### src/design/cce_pkg.sv
`timescale 1ns / 1ps
package cce_pkg;

	localparam int DEF_MAX_SLOTS  = 8;
	localparam int DEF_POOL_DEPTH = 16;
	localparam int DEF_MAX_POOLS  = 8;

	localparam logic [1:0] ACT_LOAD  = 2'd0;
	localparam logic [1:0] ACT_START = 2'd1;
	localparam logic [1:0] ACT_NEXT  = 2'd2;

	localparam logic [1:0] REG_NUM_SLOTS = 2'd0;
	localparam logic [1:0] REG_POOL_MAP  = 2'd1;
	localparam logic [1:0] REG_POOL_SIZE = 2'd2;
	localparam logic [1:0] REG_MAX_RES   = 2'd3;

	typedef struct packed {
		logic load_wr;
		logic k_clr;
		logic j_load;
		logic sel_j;
		logic adv_step;
		logic place_step;
		logic rep_init;
		logic rep_rd;
		logic rep_acc;
		logic res_take;
		logic res_zero;
	} cce_cmd_t;

	typedef struct packed {
		logic count_zero;
		logic empty_pool;
		logic j_zero;
		logic fit;
		logic k_at_count;
		logic rep_last;
	} cce_stat_t;

endpackage

### src/design/cce_dp.sv
`timescale 1ns / 1ps
module cce_dp import cce_pkg::*; #(
	parameter int MAX_SLOTS  = DEF_MAX_SLOTS,
	parameter int POOL_DEPTH = DEF_POOL_DEPTH,
	parameter int MAX_POOLS  = DEF_MAX_POOLS
) (
	input  logic        clk,
	input  logic        arst_n,
	input  logic        cfg_we,
	input  logic [1:0]  cfg_index,
	input  logic [39:0] cfg_data,
	input  logic [2:0]  load_pool,
	input  logic [3:0]  load_index,
	input  logic [15:0] load_degree,
	input  logic [6:0]  load_resolution,
	input  cce_cmd_t    cmd,
	output cce_stat_t   stat,
	output logic        found,
	output logic [31:0] combo_indices,
	output logic [18:0] total_degree,
	output logic [6:0]  resolution
);

	localparam int SW = $clog2(MAX_SLOTS + 1);
	localparam int SI = (MAX_SLOTS > 1) ? $clog2(MAX_SLOTS) : 1;
	localparam int NE = MAX_POOLS * POOL_DEPTH;
	localparam int AW = (NE > 1) ? $clog2(NE) : 1;

	logic [3:0]  nslots_q;
	logic [23:0] map_q;
	logic [39:0] sizes_q;
	logic [6:0]  maxres_q;

	logic [3:0]    idx_q [MAX_SLOTS];
	logic [SW-1:0] k_q, j_q;
	logic [15:0]   rd_deg_s1;
	logic [6:0]    rd_res_s1;
	logic [18:0]   sum_q;
	logic [6:0]    min_q;
	logic [15:0]   deg_mem [NE];
	logic [6:0]    res_mem [NE];

	logic [SW-1:0] count, jm;
	logic [2:0]    spool [MAX_SLOTS];
	logic [4:0]    scnt  [MAX_SLOTS];
	logic [SI-1:0] sel, ksel;
	logic [4:0]    low, cand;
	logic          fit, empty;
	logic [AW-1:0] wr_addr, rd_addr;
	logic [31:0]   packed_idx;

	always_ff @(posedge clk or negedge arst_n) begin
		if (!arst_n) begin
			nslots_q <= 4'd1;
			map_q    <= '0;
			sizes_q  <= '0;
			maxres_q <= 7'd32;
		end else if (cfg_we) begin
			unique case (cfg_index)
				REG_NUM_SLOTS: nslots_q <= cfg_data[3:0];
				REG_POOL_MAP:  map_q    <= cfg_data[23:0];
				REG_POOL_SIZE: sizes_q  <= cfg_data;
				REG_MAX_RES:   maxres_q <= cfg_data[6:0];
				default: ;
			endcase
		end
	end

	always_comb begin
		count = (nslots_q > 4'(MAX_SLOTS)) ? SW'(MAX_SLOTS) : SW'(nslots_q);
		jm    = j_q - SW'(1);
		sel   = cmd.sel_j ? jm[SI-1:0] : k_q[SI-1:0];
		ksel  = k_q[SI-1:0];
	end

	// pool and clamped pool size per slot
	always_comb begin
		empty = 1'b0;
		for (int s = 0; s < MAX_SLOTS; s++) begin
			spool[s] = map_q[3*s +: 3];
			if ({1'b0, spool[s]} >= 4'(MAX_POOLS))
				scnt[s] = 5'd0;
			else if (sizes_q[5*spool[s] +: 5] > 5'(POOL_DEPTH))
				scnt[s] = 5'(POOL_DEPTH);
			else
				scnt[s] = sizes_q[5*spool[s] +: 5];
			if (SW'(s) < count && scnt[s] == 5'd0)
				empty = 1'b1;
		end
	end

	// lowest index allowed for the selected slot, then the candidate
	always_comb begin
		low = 5'd0;
		for (int p = 0; p < MAX_SLOTS; p++) begin
			if (SI'(p) < sel && spool[p] == spool[sel] && ({1'b0, idx_q[p]} + 5'd1) > low)
				low = {1'b0, idx_q[p]} + 5'd1;
		end
		cand = low;
		if (cmd.sel_j && ({1'b0, idx_q[sel]} + 5'd1) > low)
			cand = {1'b0, idx_q[sel]} + 5'd1;
		fit = cand < scnt[sel];
	end

	always_comb begin
		stat.count_zero = (count == '0);
		stat.empty_pool = empty;
		stat.j_zero     = (j_q == '0);
		stat.fit        = fit;
		stat.k_at_count = (k_q == count);
		stat.rep_last   = ((k_q + SW'(1)) == count);
	end

	always_ff @(posedge clk or negedge arst_n) begin
		if (!arst_n) begin
			for (int s = 0; s < MAX_SLOTS; s++)
				idx_q[s] <= 4'd0;
			k_q <= '0;
			j_q <= '0;
		end else begin
			if (cmd.k_clr || cmd.rep_init)
				k_q <= '0;
			if (cmd.j_load)
				j_q <= count;
			if (cmd.adv_step && j_q != '0) begin
				j_q <= jm;
				if (fit) begin
					idx_q[sel] <= cand[3:0];
					k_q        <= j_q;
				end
			end
			if (cmd.place_step && fit) begin
				idx_q[sel] <= cand[3:0];
				k_q        <= k_q + SW'(1);
			end
			if (cmd.rep_acc)
				k_q <= k_q + SW'(1);
		end
	end

	always_comb begin
		wr_addr = AW'(32'(load_pool) * POOL_DEPTH + 32'(load_index));
		rd_addr = AW'(32'(spool[ksel]) * POOL_DEPTH + 32'(idx_q[ksel]));
	end

	always_ff @(posedge clk) begin
		if (cmd.load_wr && {1'b0, load_pool} < 4'(MAX_POOLS) &&
		    {1'b0, load_index} < 5'(POOL_DEPTH)) begin
			deg_mem[wr_addr] <= load_degree;
			res_mem[wr_addr] <= load_resolution;
		end
		if (cmd.rep_rd) begin
			rd_deg_s1 <= deg_mem[rd_addr];
			rd_res_s1 <= res_mem[rd_addr];
		end
	end

	always_ff @(posedge clk) begin
		if (cmd.rep_init) begin
			sum_q <= '0;
			min_q <= 7'h7F;
		end else if (cmd.rep_acc) begin
			sum_q <= sum_q + 19'(rd_deg_s1);
			if (rd_res_s1 < min_q)
				min_q <= rd_res_s1;
		end
	end

	always_comb begin
		packed_idx = '0;
		for (int s = 0; s < MAX_SLOTS; s++)
			if (SW'(s) < count)
				packed_idx[4*s +: 4] = idx_q[s];
	end

	always_ff @(posedge clk or negedge arst_n) begin
		if (!arst_n) begin
			found <= 1'b0;
		end else if (cmd.res_take) begin
			found <= 1'b1;
		end else if (cmd.res_zero) begin
			found <= 1'b0;
		end
	end

	always_ff @(posedge clk) begin
		if (cmd.res_take) begin
			combo_indices <= packed_idx;
			total_degree  <= sum_q;
			resolution    <= (min_q > maxres_q) ? maxres_q : min_q;
		end else if (cmd.res_zero) begin
			combo_indices <= '0;
			total_degree  <= '0;
			resolution    <= '0;
		end
	end

endmodule

### src/design/cce_ctrl.sv
`timescale 1ns / 1ps
module cce_ctrl import cce_pkg::*; (
	input  logic      clk,
	input  logic      arst_n,
	input  logic      in_valid,
	input  logic [1:0] action,
	input  logic      out_ready,
	input  cce_stat_t stat,
	output cce_cmd_t  cmd,
	output logic      in_ready,
	output logic      out_valid
);

	typedef enum logic [2:0] {
		S_IDLE, S_ADV, S_PLACE, S_RD, S_ACC, S_FIN, S_OUT
	} state_t;

	state_t state_q;
	logic   exhausted_q;
	logic   from_start_q;
	logic   take;

	assign in_ready  = (state_q == S_IDLE);
	assign out_valid = (state_q == S_OUT);
	assign take      = in_valid && in_ready;

	always_comb begin
		cmd = '0;
		unique case (state_q)
			S_IDLE: begin
				if (take) begin
					unique case (action)
						ACT_LOAD: begin
							cmd.load_wr  = 1'b1;
							cmd.res_zero = 1'b1;
						end
						ACT_START: begin
							cmd.k_clr    = 1'b1;
							cmd.res_zero = stat.count_zero || stat.empty_pool;
						end
						ACT_NEXT: begin
							cmd.j_load   = 1'b1;
							cmd.res_zero = exhausted_q;
						end
						default: cmd.res_zero = 1'b1;
					endcase
				end
			end
			S_ADV: begin
				cmd.sel_j    = 1'b1;
				cmd.adv_step = 1'b1;
				cmd.res_zero = stat.j_zero;
			end
			S_PLACE: begin
				cmd.place_step = !stat.k_at_count;
				cmd.rep_init   = stat.k_at_count;
				cmd.res_zero   = !stat.k_at_count && !stat.fit && from_start_q;
			end
			S_RD:  cmd.rep_rd   = 1'b1;
			S_ACC: cmd.rep_acc  = 1'b1;
			S_FIN: cmd.res_take = 1'b1;
			S_OUT: ;
			default: ;
		endcase
	end

	always_ff @(posedge clk or negedge arst_n) begin
		if (!arst_n) begin
			state_q      <= S_IDLE;
			exhausted_q  <= 1'b1;
			from_start_q <= 1'b0;
		end else begin
			unique case (state_q)
				S_IDLE: begin
					if (take) begin
						state_q <= S_OUT;
						unique case (action)
							ACT_START: begin
								exhausted_q  <= 1'b1;
								from_start_q <= 1'b1;
								if (!stat.count_zero && !stat.empty_pool)
									state_q <= S_PLACE;
							end
							ACT_NEXT: begin
								from_start_q <= 1'b0;
								if (!exhausted_q)
									state_q <= S_ADV;
							end
							default: ;
						endcase
					end
				end
				S_ADV: begin
					if (stat.j_zero) begin
						exhausted_q <= 1'b1;
						state_q     <= S_OUT;
					end else if (stat.fit) begin
						state_q <= S_PLACE;
					end
				end
				S_PLACE: begin
					if (stat.k_at_count) begin
						exhausted_q <= 1'b0;
						state_q     <= S_RD;
					end else if (!stat.fit) begin
						// a failed start ends here; a failed advance carries left
						state_q <= from_start_q ? S_OUT : S_ADV;
					end
				end
				S_RD:  state_q <= S_ACC;
				S_ACC: state_q <= stat.rep_last ? S_FIN : S_RD;
				S_FIN: state_q <= S_OUT;
				S_OUT: begin
					if (out_ready)
						state_q <= S_IDLE;
				end
				default: state_q <= S_IDLE;
			endcase
		end
	end

endmodule

### src/design/constrained_combination_enumerator.sv
`timescale 1ns / 1ps
// Lexicographic enumerator of constrained combinations, one source per slot.
// Input channel (in_valid/in_ready) takes one word per item: a load writes
// one degree/resolution table entry, a start finds the first combination,
// a next advances it with carry toward slot zero. Every item returns exactly
// one word on the output channel (out_valid/out_ready); found is 0 for a
// load, an unused action, a failed start, or an exhausted enumeration.
// Configuration is a write-only port: cfg_we, cfg_index (0 slot count,
// 1 slot-to-pool map, 2 pool sizes, 3 resolution clamp), cfg_data.
// One item is in flight at a time. A load, an unused action, a start with
// no slots or an empty pool, or an exhausted next offers its result in the
// cycle after it is taken. Otherwise slots are walked one per cycle in the
// placement loop, backing up one slot per cycle on carry, then the table is
// read for each slot in turn, a read state then an accumulate state, and a
// found combination is registered before it is offered. A new item is taken
// the cycle after the result leaves.
// Reset clears the slot indices and marks the enumeration exhausted, so a
// start is needed first; table contents are undefined until loaded.
// While the receiver stalls, the result holds and no new item is taken.
module constrained_combination_enumerator import cce_pkg::*; #(
	parameter int MAX_SLOTS  = DEF_MAX_SLOTS,
	parameter int POOL_DEPTH = DEF_POOL_DEPTH,
	parameter int MAX_POOLS  = DEF_MAX_POOLS
) (
	input  logic        clk,
	input  logic        arst_n,
	input  logic        cfg_we,
	input  logic [1:0]  cfg_index,
	input  logic [39:0] cfg_data,
	input  logic        in_valid,
	output logic        in_ready,
	input  logic [1:0]  action,
	input  logic [2:0]  load_pool,
	input  logic [3:0]  load_index,
	input  logic [15:0] load_degree,
	input  logic [6:0]  load_resolution,
	output logic        out_valid,
	input  logic        out_ready,
	output logic        found,
	output logic [31:0] combo_indices,
	output logic [18:0] total_degree,
	output logic [6:0]  resolution
);

	cce_cmd_t  cmd;
	cce_stat_t stat;
	logic [6:0] maxres_q;

	cce_ctrl u_ctrl (
		.clk       (clk),
		.arst_n    (arst_n),
		.in_valid  (in_valid),
		.action    (action),
		.out_ready (out_ready),
		.stat      (stat),
		.cmd       (cmd),
		.in_ready  (in_ready),
		.out_valid (out_valid)
	);

	cce_dp #(
		.MAX_SLOTS  (MAX_SLOTS),
		.POOL_DEPTH (POOL_DEPTH),
		.MAX_POOLS  (MAX_POOLS)
	) u_dp (
		.clk             (clk),
		.arst_n          (arst_n),
		.cfg_we          (cfg_we),
		.cfg_index       (cfg_index),
		.cfg_data        (cfg_data),
		.load_pool       (load_pool),
		.load_index      (load_index),
		.load_degree     (load_degree),
		.load_resolution (load_resolution),
		.cmd             (cmd),
		.stat            (stat),
		.found           (found),
		.combo_indices   (combo_indices),
		.total_degree    (total_degree),
		.resolution      (resolution)
	);

	// shadow of the clamp register for checking
	always_ff @(posedge clk or negedge arst_n) begin
		if (!arst_n) begin
			maxres_q <= 7'd32;
		end else if (cfg_we && cfg_index == REG_MAX_RES) begin
			maxres_q <= cfg_data[6:0];
		end
	end

`ifndef ASSERT_OFF
	a_one_side: assert property (@(posedge clk) disable iff (!arst_n)
		!(in_ready && out_valid))
		else $error("input and output sides active together");

	a_load_reply: assert property (@(posedge clk) disable iff (!arst_n)
		(in_valid && in_ready && action == ACT_LOAD) |=> (out_valid && !found))
		else $error("load did not return an empty word next cycle");

	a_res_clamp: assert property (@(posedge clk) disable iff (!arst_n)
		(out_valid && found) |-> (resolution <= maxres_q))
		else $error("reported resolution above clamp");
`endif

endmodule
### config.mk
export PLATFORM = sky130hd
export DESIGN_NAME = constrained_combination_enumerator
export DESIGN_NICKNAME = d
export VERILOG_FILES = /design/src/design/cce_pkg.sv /design/src/design/cce_dp.sv /design/src/design/cce_ctrl.sv /design/src/design/constrained_combination_enumerator.sv
export SDC_FILE = /design/constraint.sdc
export NUM_CORES = 2
export LEC_CHECK = 0
export ABC_CLOCK_PERIOD_IN_PS = 17200
export BUFFER_PORTS_ARGS = -buffer_cell sky130_fd_sc_hd__buf_2
export CAP_MARGIN = 20
export CORE_MARGIN = 2
export CORE_UTILIZATION = 57
export DETAILED_ROUTE_END_ITERATION = 12
export PLACE_DENSITY = 0.81
export RECOVER_POWER = 50
export SLEW_MARGIN = 0
export SYNTH_ARGS = -nofsm -noshare
export SYNTH_HDL_FRONTEND = slang
export SYNTH_SLANG_ARGS = --single-unit
### constraint.sdc
create_clock -name clk -period 17.2 [get_ports clk]
set_clock_uncertainty 0.15 [all_clocks]
set_input_delay 2.58 -clock clk [delete_from_list [all_inputs] [get_ports clk]]
set_output_delay 2.58 -clock clk [all_outputs]
set_load 0.05 [all_outputs]
Word level (Yosys, flattened, before mapping)
Memory sizes are Yosys's and may differ from the RTL's. A register that Yosys moved wholly into a read port is not among the register bits. Cells that the tools add are included.

Flip-flop bits (word level): 205. Bits in writable memories: 2944. Input port bits: 79. Output and inout bits: 61. Memories: 2.

Memory list: u_dp.deg_mem (words 128, width 16, read ports 1, clocked after Yosys merged registers in 1, write ports 1, line cce_dp.sv:40) `logic [15:0] deg_mem [NE];`; u_dp.res_mem (words 128, width 7, read ports 1, clocked after Yosys merged registers in 1, write ports 1, line cce_dp.sv:41) `logic [6:0] res_mem [NE];`.

$add $sub $neg: 14. Multipliers: 8. $lt $le $gt $ge: 40. Eq/ne operators: 28. Shift-type cells: 8. Muxes and demuxes: 106. Bitwise operators: 2. Reduce and logical (&&, ||, !) cells: 64.

Operators with widths (count): $shiftx 40x7->5 (8); $mux 32 (5); $mux 5 (19); $mux 4 (21); $bwmux 32 (2); $mux 3 (17); $mul 3x3->6 const A (8); $add 4x1->5 const B (9); $gt 5x5->1 (8); $gt 5x5->1 const B (8); $logic_not 5->1 (8); $mux 19 (2); $logic_and 1x1->1 (32); $bmux 4 s3 (2); $eq 3x3->1 (8); $mux 1 (23); $mux 7 (3); $pmux 3 s7 (1); $add 19x16->19 (1); $bmux 3 s3 (2); $lt 3x4->1 const A (4); $bmux 5 s3 (1); $add 7x4->7 (2); $demux 4 s3 (1); other kinds (41) (75).

Depth between registers and ports, before layout
Depth after elaboration: 42. Gate-level depth with buffers: 86. Depth with buffers taken out: 82.

By module
Synthesis repeated with hierarchy kept, for this count alone.

Cells, all modules: 8972. Area, all modules: 133127.7 µm².

By module, submodules not included: cce_dp (instances 1, cells each 8902, area each 132560.9 µm², sequential area each 94262.9 µm²); cce_ctrl (instances 1, cells each 70, area each 566.8 µm², sequential area each 126.4 µm²).

Least setup slack after synthesis
Ideal clock, no wire load.

Path kind: register to register. Start: register u_dp.j_q[0]. End: register u_dp.combo_indices[0], enable pin. Arrival: 16.115 ns. Data required time: 16.395 ns. Path slack: 0.280 ns. Cell stages (with the launch flop): 81. Path buffers: 4. Clock period less this slack: 16.920 ns. Path through: dfrtp_1 -> buf_2 -> buf_2 -> inv_1 -> ha_1 -> clkbuf_1 -> inv_1 -> mux2i_2 -> mux2i_1 -> mux2i_1 -> nor3_1 -> and2_1 -> nor3b_1 -> ha_1 -> nor2b_1 -> o211ai_1 -> a21boi_0 -> o211a_1 -> [... 45 more ...] -> ha_1 -> nor2b_1 -> o21a_1 -> o21ai_0 -> nand2b_1 -> a21oi_1 -> a311oi_1 -> inv_1 -> a21oi_1 -> ha_1 -> a21o_1 -> a21o_1 -> nor4b_1 -> o21ai_0 -> nand2b_1 -> o31ai_1 -> o31ai_1 -> nand2b_1.

Cells in the longest elaborated chain, start to end: 40. Elaborated cells between the ends (all ways): 70.

Ends and longest elaborated chain: from (decl) (line cce_dp.sv:35) `logic [SW-1:0] k_q, j_q;`; from (signal assigned) (line cce_dp.sv:124) `j_q <= count;`; from (signal assigned) (line cce_dp.sv:126) `j_q <= jm;`; $sub 4x1->4 (line cce_dp.sv:71) `jm = j_q - SW'(1);`; $mux 3 (line cce_dp.sv:72) `sel = cmd.sel_j ? jm[SI-1:0] : k_q[SI-1:0];`; $not 3->4 (implied by the code); $bmux 3 s3 (line cce_dp.sv:96) `if (SI'(p) < sel && spool[p] == spool[sel] && ({1'b0, idx_q[p]} + 5'd1) > low)`; $mux 3 (implied by the code) (2 in series) (line cce_dp.sv:96); $eq 3x3->1 (line cce_dp.sv:96); $logic_and 1x1->1 (2 in series) (line cce_dp.sv:96); $mux 5 (line cce_dp.sv:96); [... 21 more ...]; $gt 5x5->1 (line cce_dp.sv:100) `if (cmd.sel_j && ({1'b0, idx_q[sel]} + 5'd1) > low)`; $logic_and 1x1->1 (line cce_dp.sv:100); $mux 5 (line cce_dp.sv:100); $lt 5x5->1 (line cce_dp.sv:102) `fit = cand < scnt[sel];`; $logic_not 1->1 (line cce_ctrl.sv:57) `cmd.res_zero = !stat.k_at_count && !stat.fit && from_start_q;`; $logic_and 1x1->1 (2 in series) (line cce_ctrl.sv:57); $pmux 1 s3 * (line cce_ctrl.sv:29) `unique case (state_q)`; $reduce_bool 2->1 (no source line) *; to (signal assigned) (line cce_dp.sv:188) `combo_indices <= packed_idx;`; to (decl) (line cce_dp.sv:19) `output logic [31:0] combo_indices,`.

Mark *: on every way between the ends. The rest lies on a longest branch, timed or not. The select of a mux whose other input is x is not followed. A chain may end at the register's enable or synchronous reset.

Worst setup path after layout
Start: register u_dp.j_q[1]. End: register u_dp.total_degree[8], enable pin.

Cells in the longest elaborated chain, start to end: 40. Elaborated cells between the ends (all ways): 70.

Ends and longest elaborated chain: $sub 4x1->4 (line cce_dp.sv:71); $mux 3 (line cce_dp.sv:72); $not 3->4 (implied by the code); $bmux 3 s3 (line cce_dp.sv:96); $mux 3 (implied by the code) (2 in series) (line cce_dp.sv:96); $eq 3x3->1 (line cce_dp.sv:96); $logic_and 1x1->1 (2 in series) (line cce_dp.sv:96); $mux 5 (line cce_dp.sv:96); [... 21 more ...]; $gt 5x5->1 (line cce_dp.sv:100); $logic_and 1x1->1 (line cce_dp.sv:100); $mux 5 (line cce_dp.sv:100); $lt 5x5->1 (line cce_dp.sv:102); $logic_not 1->1 (line cce_ctrl.sv:57); $logic_and 1x1->1 (2 in series) (line cce_ctrl.sv:57); $pmux 1 s3 * (line cce_ctrl.sv:29); $reduce_bool 2->1 (no source line) *; to (signal assigned) (line cce_dp.sv:189) `total_degree <= sum_q;`; to (decl) (line cce_dp.sv:20) `output logic [18:0] total_degree,`.

Marks and branches as above.

==> impl_results.md <==
- Slowest stage delay, CP: 0.40 ns
- R2r endpoint: u_dp.total_degree[8]$_SDFFCE_PN0P_
- WP data arrival: 16.70 ns
- Hold Fails Final Rpt: 0
- Initial antenna violation count: 40
- TNS Setup: 0 ns
- Maxcap violations: 52
- Layout cells sized above 1: 12.7%
- Post-synthesis register bit count: 3172
- Layout Nets: 9803
- CP max stage cell: a221o_1
- Run status: complete, but fails checks
- Most used cell, CP: ha_1
- Synth area leaders: edfxtp_1 68%, a211oi_1 5.5%, nand2_1 4.7%
- Setup slack, reg-to-reg: 1.00 ns
- Gp weighted congestion: 0.917
- Sink Count: 3172
- Clk slew on worst S/H paths: 0.06 ns
- FMAX: 0.0617 GHz
- Critical R2R Launch: u_dp.j_q[1]$_DFFE_PN0P_
- Wire per inst: 28.6 µm
- Root buf cell: clkbuf_16
- Buf/Inv on CP: 9
- FFs w/ async S/R, synth: 3.81%
- Relative slew margins: -224%
- Syn_nets: 9727
- Startpoint Class: flip-flop
- Core box area: 233000 µm²
- Minimum clock period after layout: 16.20 ns
- VDD IR max: 0.161 mV
- Final Setup Violations: 0
- Mapped Cells: 9574
- Total GRT Usage: 30.7%
- LEAKAGE: 0.0485 µW
- Boundary pin count: 140
- Worst hold path class: flip-flop to flip-flop
- Register Area: 94400 µm²
- Post-synth cell types: 88
- Htree depth: 5
- CP required: 17.70 ns
- Cts bufs inserted: 328
- Multi-input gate area in the final layout: 36900 µm²
- Pre-antenna DRT Iters: 9
- Worst slew pin tran: 4.86 ns
- Register area share after synthesis: 70.7%
- Die X: 488 µm
- Reg2Reg Depth: 83
- End of the worst hold path: u_dp.sum_q[9]$_SDFFE_PP0P_
- Die height: 488 µm
- Hold depth: 2
- CTS max path bufs: 4
- Initial DRC Count: 13200
- Period Utilization, post-route: 94.2%
- Vias/cell: 6.75
- Fin Hold WS: 0.323 ns
- RSZ-0062 raised after global routing: no
- Worst setup path category: flip-flop to flip-flop
- Power per Cell Area: 181 nW/µm²
- Largest net degree at the start of global routing: 196
- Grt ovf: 0
- Syn Area/Cell: 13.9 µm²
- Initial Util: 57.4%
- HP Start: u_dp.sum_q[9]$_SDFFE_PP0P_
- Final ANT Viol Nets: 0
- Number of global-route vias before repair: 85400
- Synth top area share: 68.0%
- CTS tree: done
- Fillcell total: 15500
- Cell area after synthesis: 133000 µm²
- Total vias in the final route: 87900
- Clock Latency Late Sink: 0.99 ns
- Cell family with most CP delay: compound AO/OA/AOI/OAI gates
- Crit path capture type: flip-flop
- Hpwl dp: 211 mm
- Failing checks: max-capacitance violations, max-slew violations
- Routed WL: 373 mm
- Die area: 238000 µm²
- Yosys top cell by area: edfxtp_1
- EDFF count, synth: 3025
- Critical Path Fanout Max: 58
- Port bufs: 139
- Final slew viol count: 3151
- Most frequent cell after synthesis: edfxtp_1
- Area Growth Syn to Fin: 11.6%
- First-pass GRT wire length: 545 mm
- Synth warnings: 0
- Row Count: 177
- # DRC: 0
- Main synth FF type: edfxtp_1
- Commonest cells post-synth: 3025 x edfxtp_1, 1667 x nand2_1, 976 x a211oi_1
through the flow:
stage                     power, µW  util (%)  setup WS (ns)  instance area (µm²)  std cells
after floorplan               15600         -          0.280               133000       9574
after global placement        19500      59.6         0.0597               139000      12400
after detailed placement      19800      59.6          0.101               139000      12400
after CTS                     26700      64.0         0.0994               149000      13000
after global routing          28000      64.0         0.0318               149000      13000
final                         27000      64.0           1.00               149000      13000
routing by layer:
metal	routed length (µm)	vias up	global-route usage (%)
li1	-	37300	-
met3	43600	948	6.20
met4	20700	14	15.8
met2	172000	6118	47.4
met1	137000	43600	41.7
met5	91	-	0
layout by cell type, fill, tap and decap left out, types with 112 or more instances in the layout:
cell       instances
a21oi_1          140
dfrtp_1          116
a211oi_1         974
buf_2            112
edfxtp_1        3025
a311oi_1         439
nand2_1         1667
clkbuf_1         135
o311ai_0         117
and2_1           680
clkbuf_16        338
a31oi_1          319
buf_4            289
registers in the layout, summed over array words and instances, names as in the netlist, 16 cells and up:
register and flops:
u_dp.combo_indices 32, u_dp.deg_mem 2048, u_dp.idx_q 32, u_dp.map_q 24, u_dp.rd_deg_s1 16, u_dp.res_mem 896
u_dp.sizes_q 40, u_dp.sum_q 19, u_dp.total_degree 19
logic make-up (layout without fill, tap and decap cells):
| family | count (synthesis) | after routing | synth area share [%] |
|---|---|---|---|
| adders and majority gates | 74 | 74 | 0.699 |
| AOI/OAI and AO/OA | 2244 | 2244 | 12.5 |
| DFF | 3172 | 3172 | 70.7 |
| muxes | 294 | 294 | 3.25 |
| and+or+nand+nor | 2933 | 2933 | 10.2 |
| other | 0 | 12 | 0 |
| xor gates and xnor gates | 61 | 61 | 0.400 |
| buffers and inverters | 796 | 1115 | 2.26 |
how the worst max path moves through the flow:
| stage | startpoint | to | cells after the start | slack, ns |
|---|---|---|---|---|
| floorplan | u_dp.j_q[0]$_DFFE_PN0P_ | u_dp.combo_indices[0]$_SDFFCE_PP0P_ | 80 | 0.28 |
| global placement | u_dp.j_q[1]$_DFFE_PN0P_ | u_dp.total_degree[17]$_SDFFCE_PN0P_ | 78 | 0.06 |
| detailed placement | u_dp.j_q[1]$_DFFE_PN0P_ | u_dp.total_degree[16]$_SDFFCE_PN0P_ | 79 | 0.10 |
| CTS | u_dp.j_q[1]$_DFFE_PN0P_ | u_dp.combo_indices[4]$_SDFFCE_PP0P_ | 80 | 0.1 |
| global route | u_dp.k_q[1]$_DFF_PN0_ | u_dp.idx_q[26]$_DFF_PN0_ | 77 | 0.03 |
| finish | u_dp.j_q[1]$_DFFE_PN0P_ | u_dp.total_degree[8]$_SDFFCE_PN0P_ | 83 | 1.00 |
worst reg2reg max path: cells and delay by family, from the launching register on:
kind / cells / cell delay [ns]
simple gates: 23 / 3.41
compound gates: 36 / 6.48
mux: 5 / 1.23
xor+xnor: 1 / 0.25
fa+ha+maj: 9 / 2.54
flops: 1 / 0.38
buf+inv: 9 / 1.43
power by group:
group	internal, µW	leakage [µW]	switching [µW]
clock	4000	0.00499	2880
combinational	3400	0.0146	7780
sequential	8740	0.0289	245
timing repair:
action / CTS / global route
resized for setup: 1 / 28
endpoints found under the hold margin: 0 / 0
setup endpoints to repair: 58 / 98
pin swaps: 0 / 11
setup buffers: 0 / 11
hold buffers: 0 / 0
area by class of cell:
type / count / share of cell area (%)
Sequential cell: 3172 / 63.3
Multi-Input combinational cell: 5606 / 24.8
Clock buffer: 409 / 5.86
Tap cell: 3132 / 2.63
Timing Repair Buffer: 486 / 2.22
Clock inverter: 164 / 1.02
Inverter: 56 / 0.141
Antenna cell: 12 / 0.0202
No activity file was read; power rests on OpenSTA's default activity.
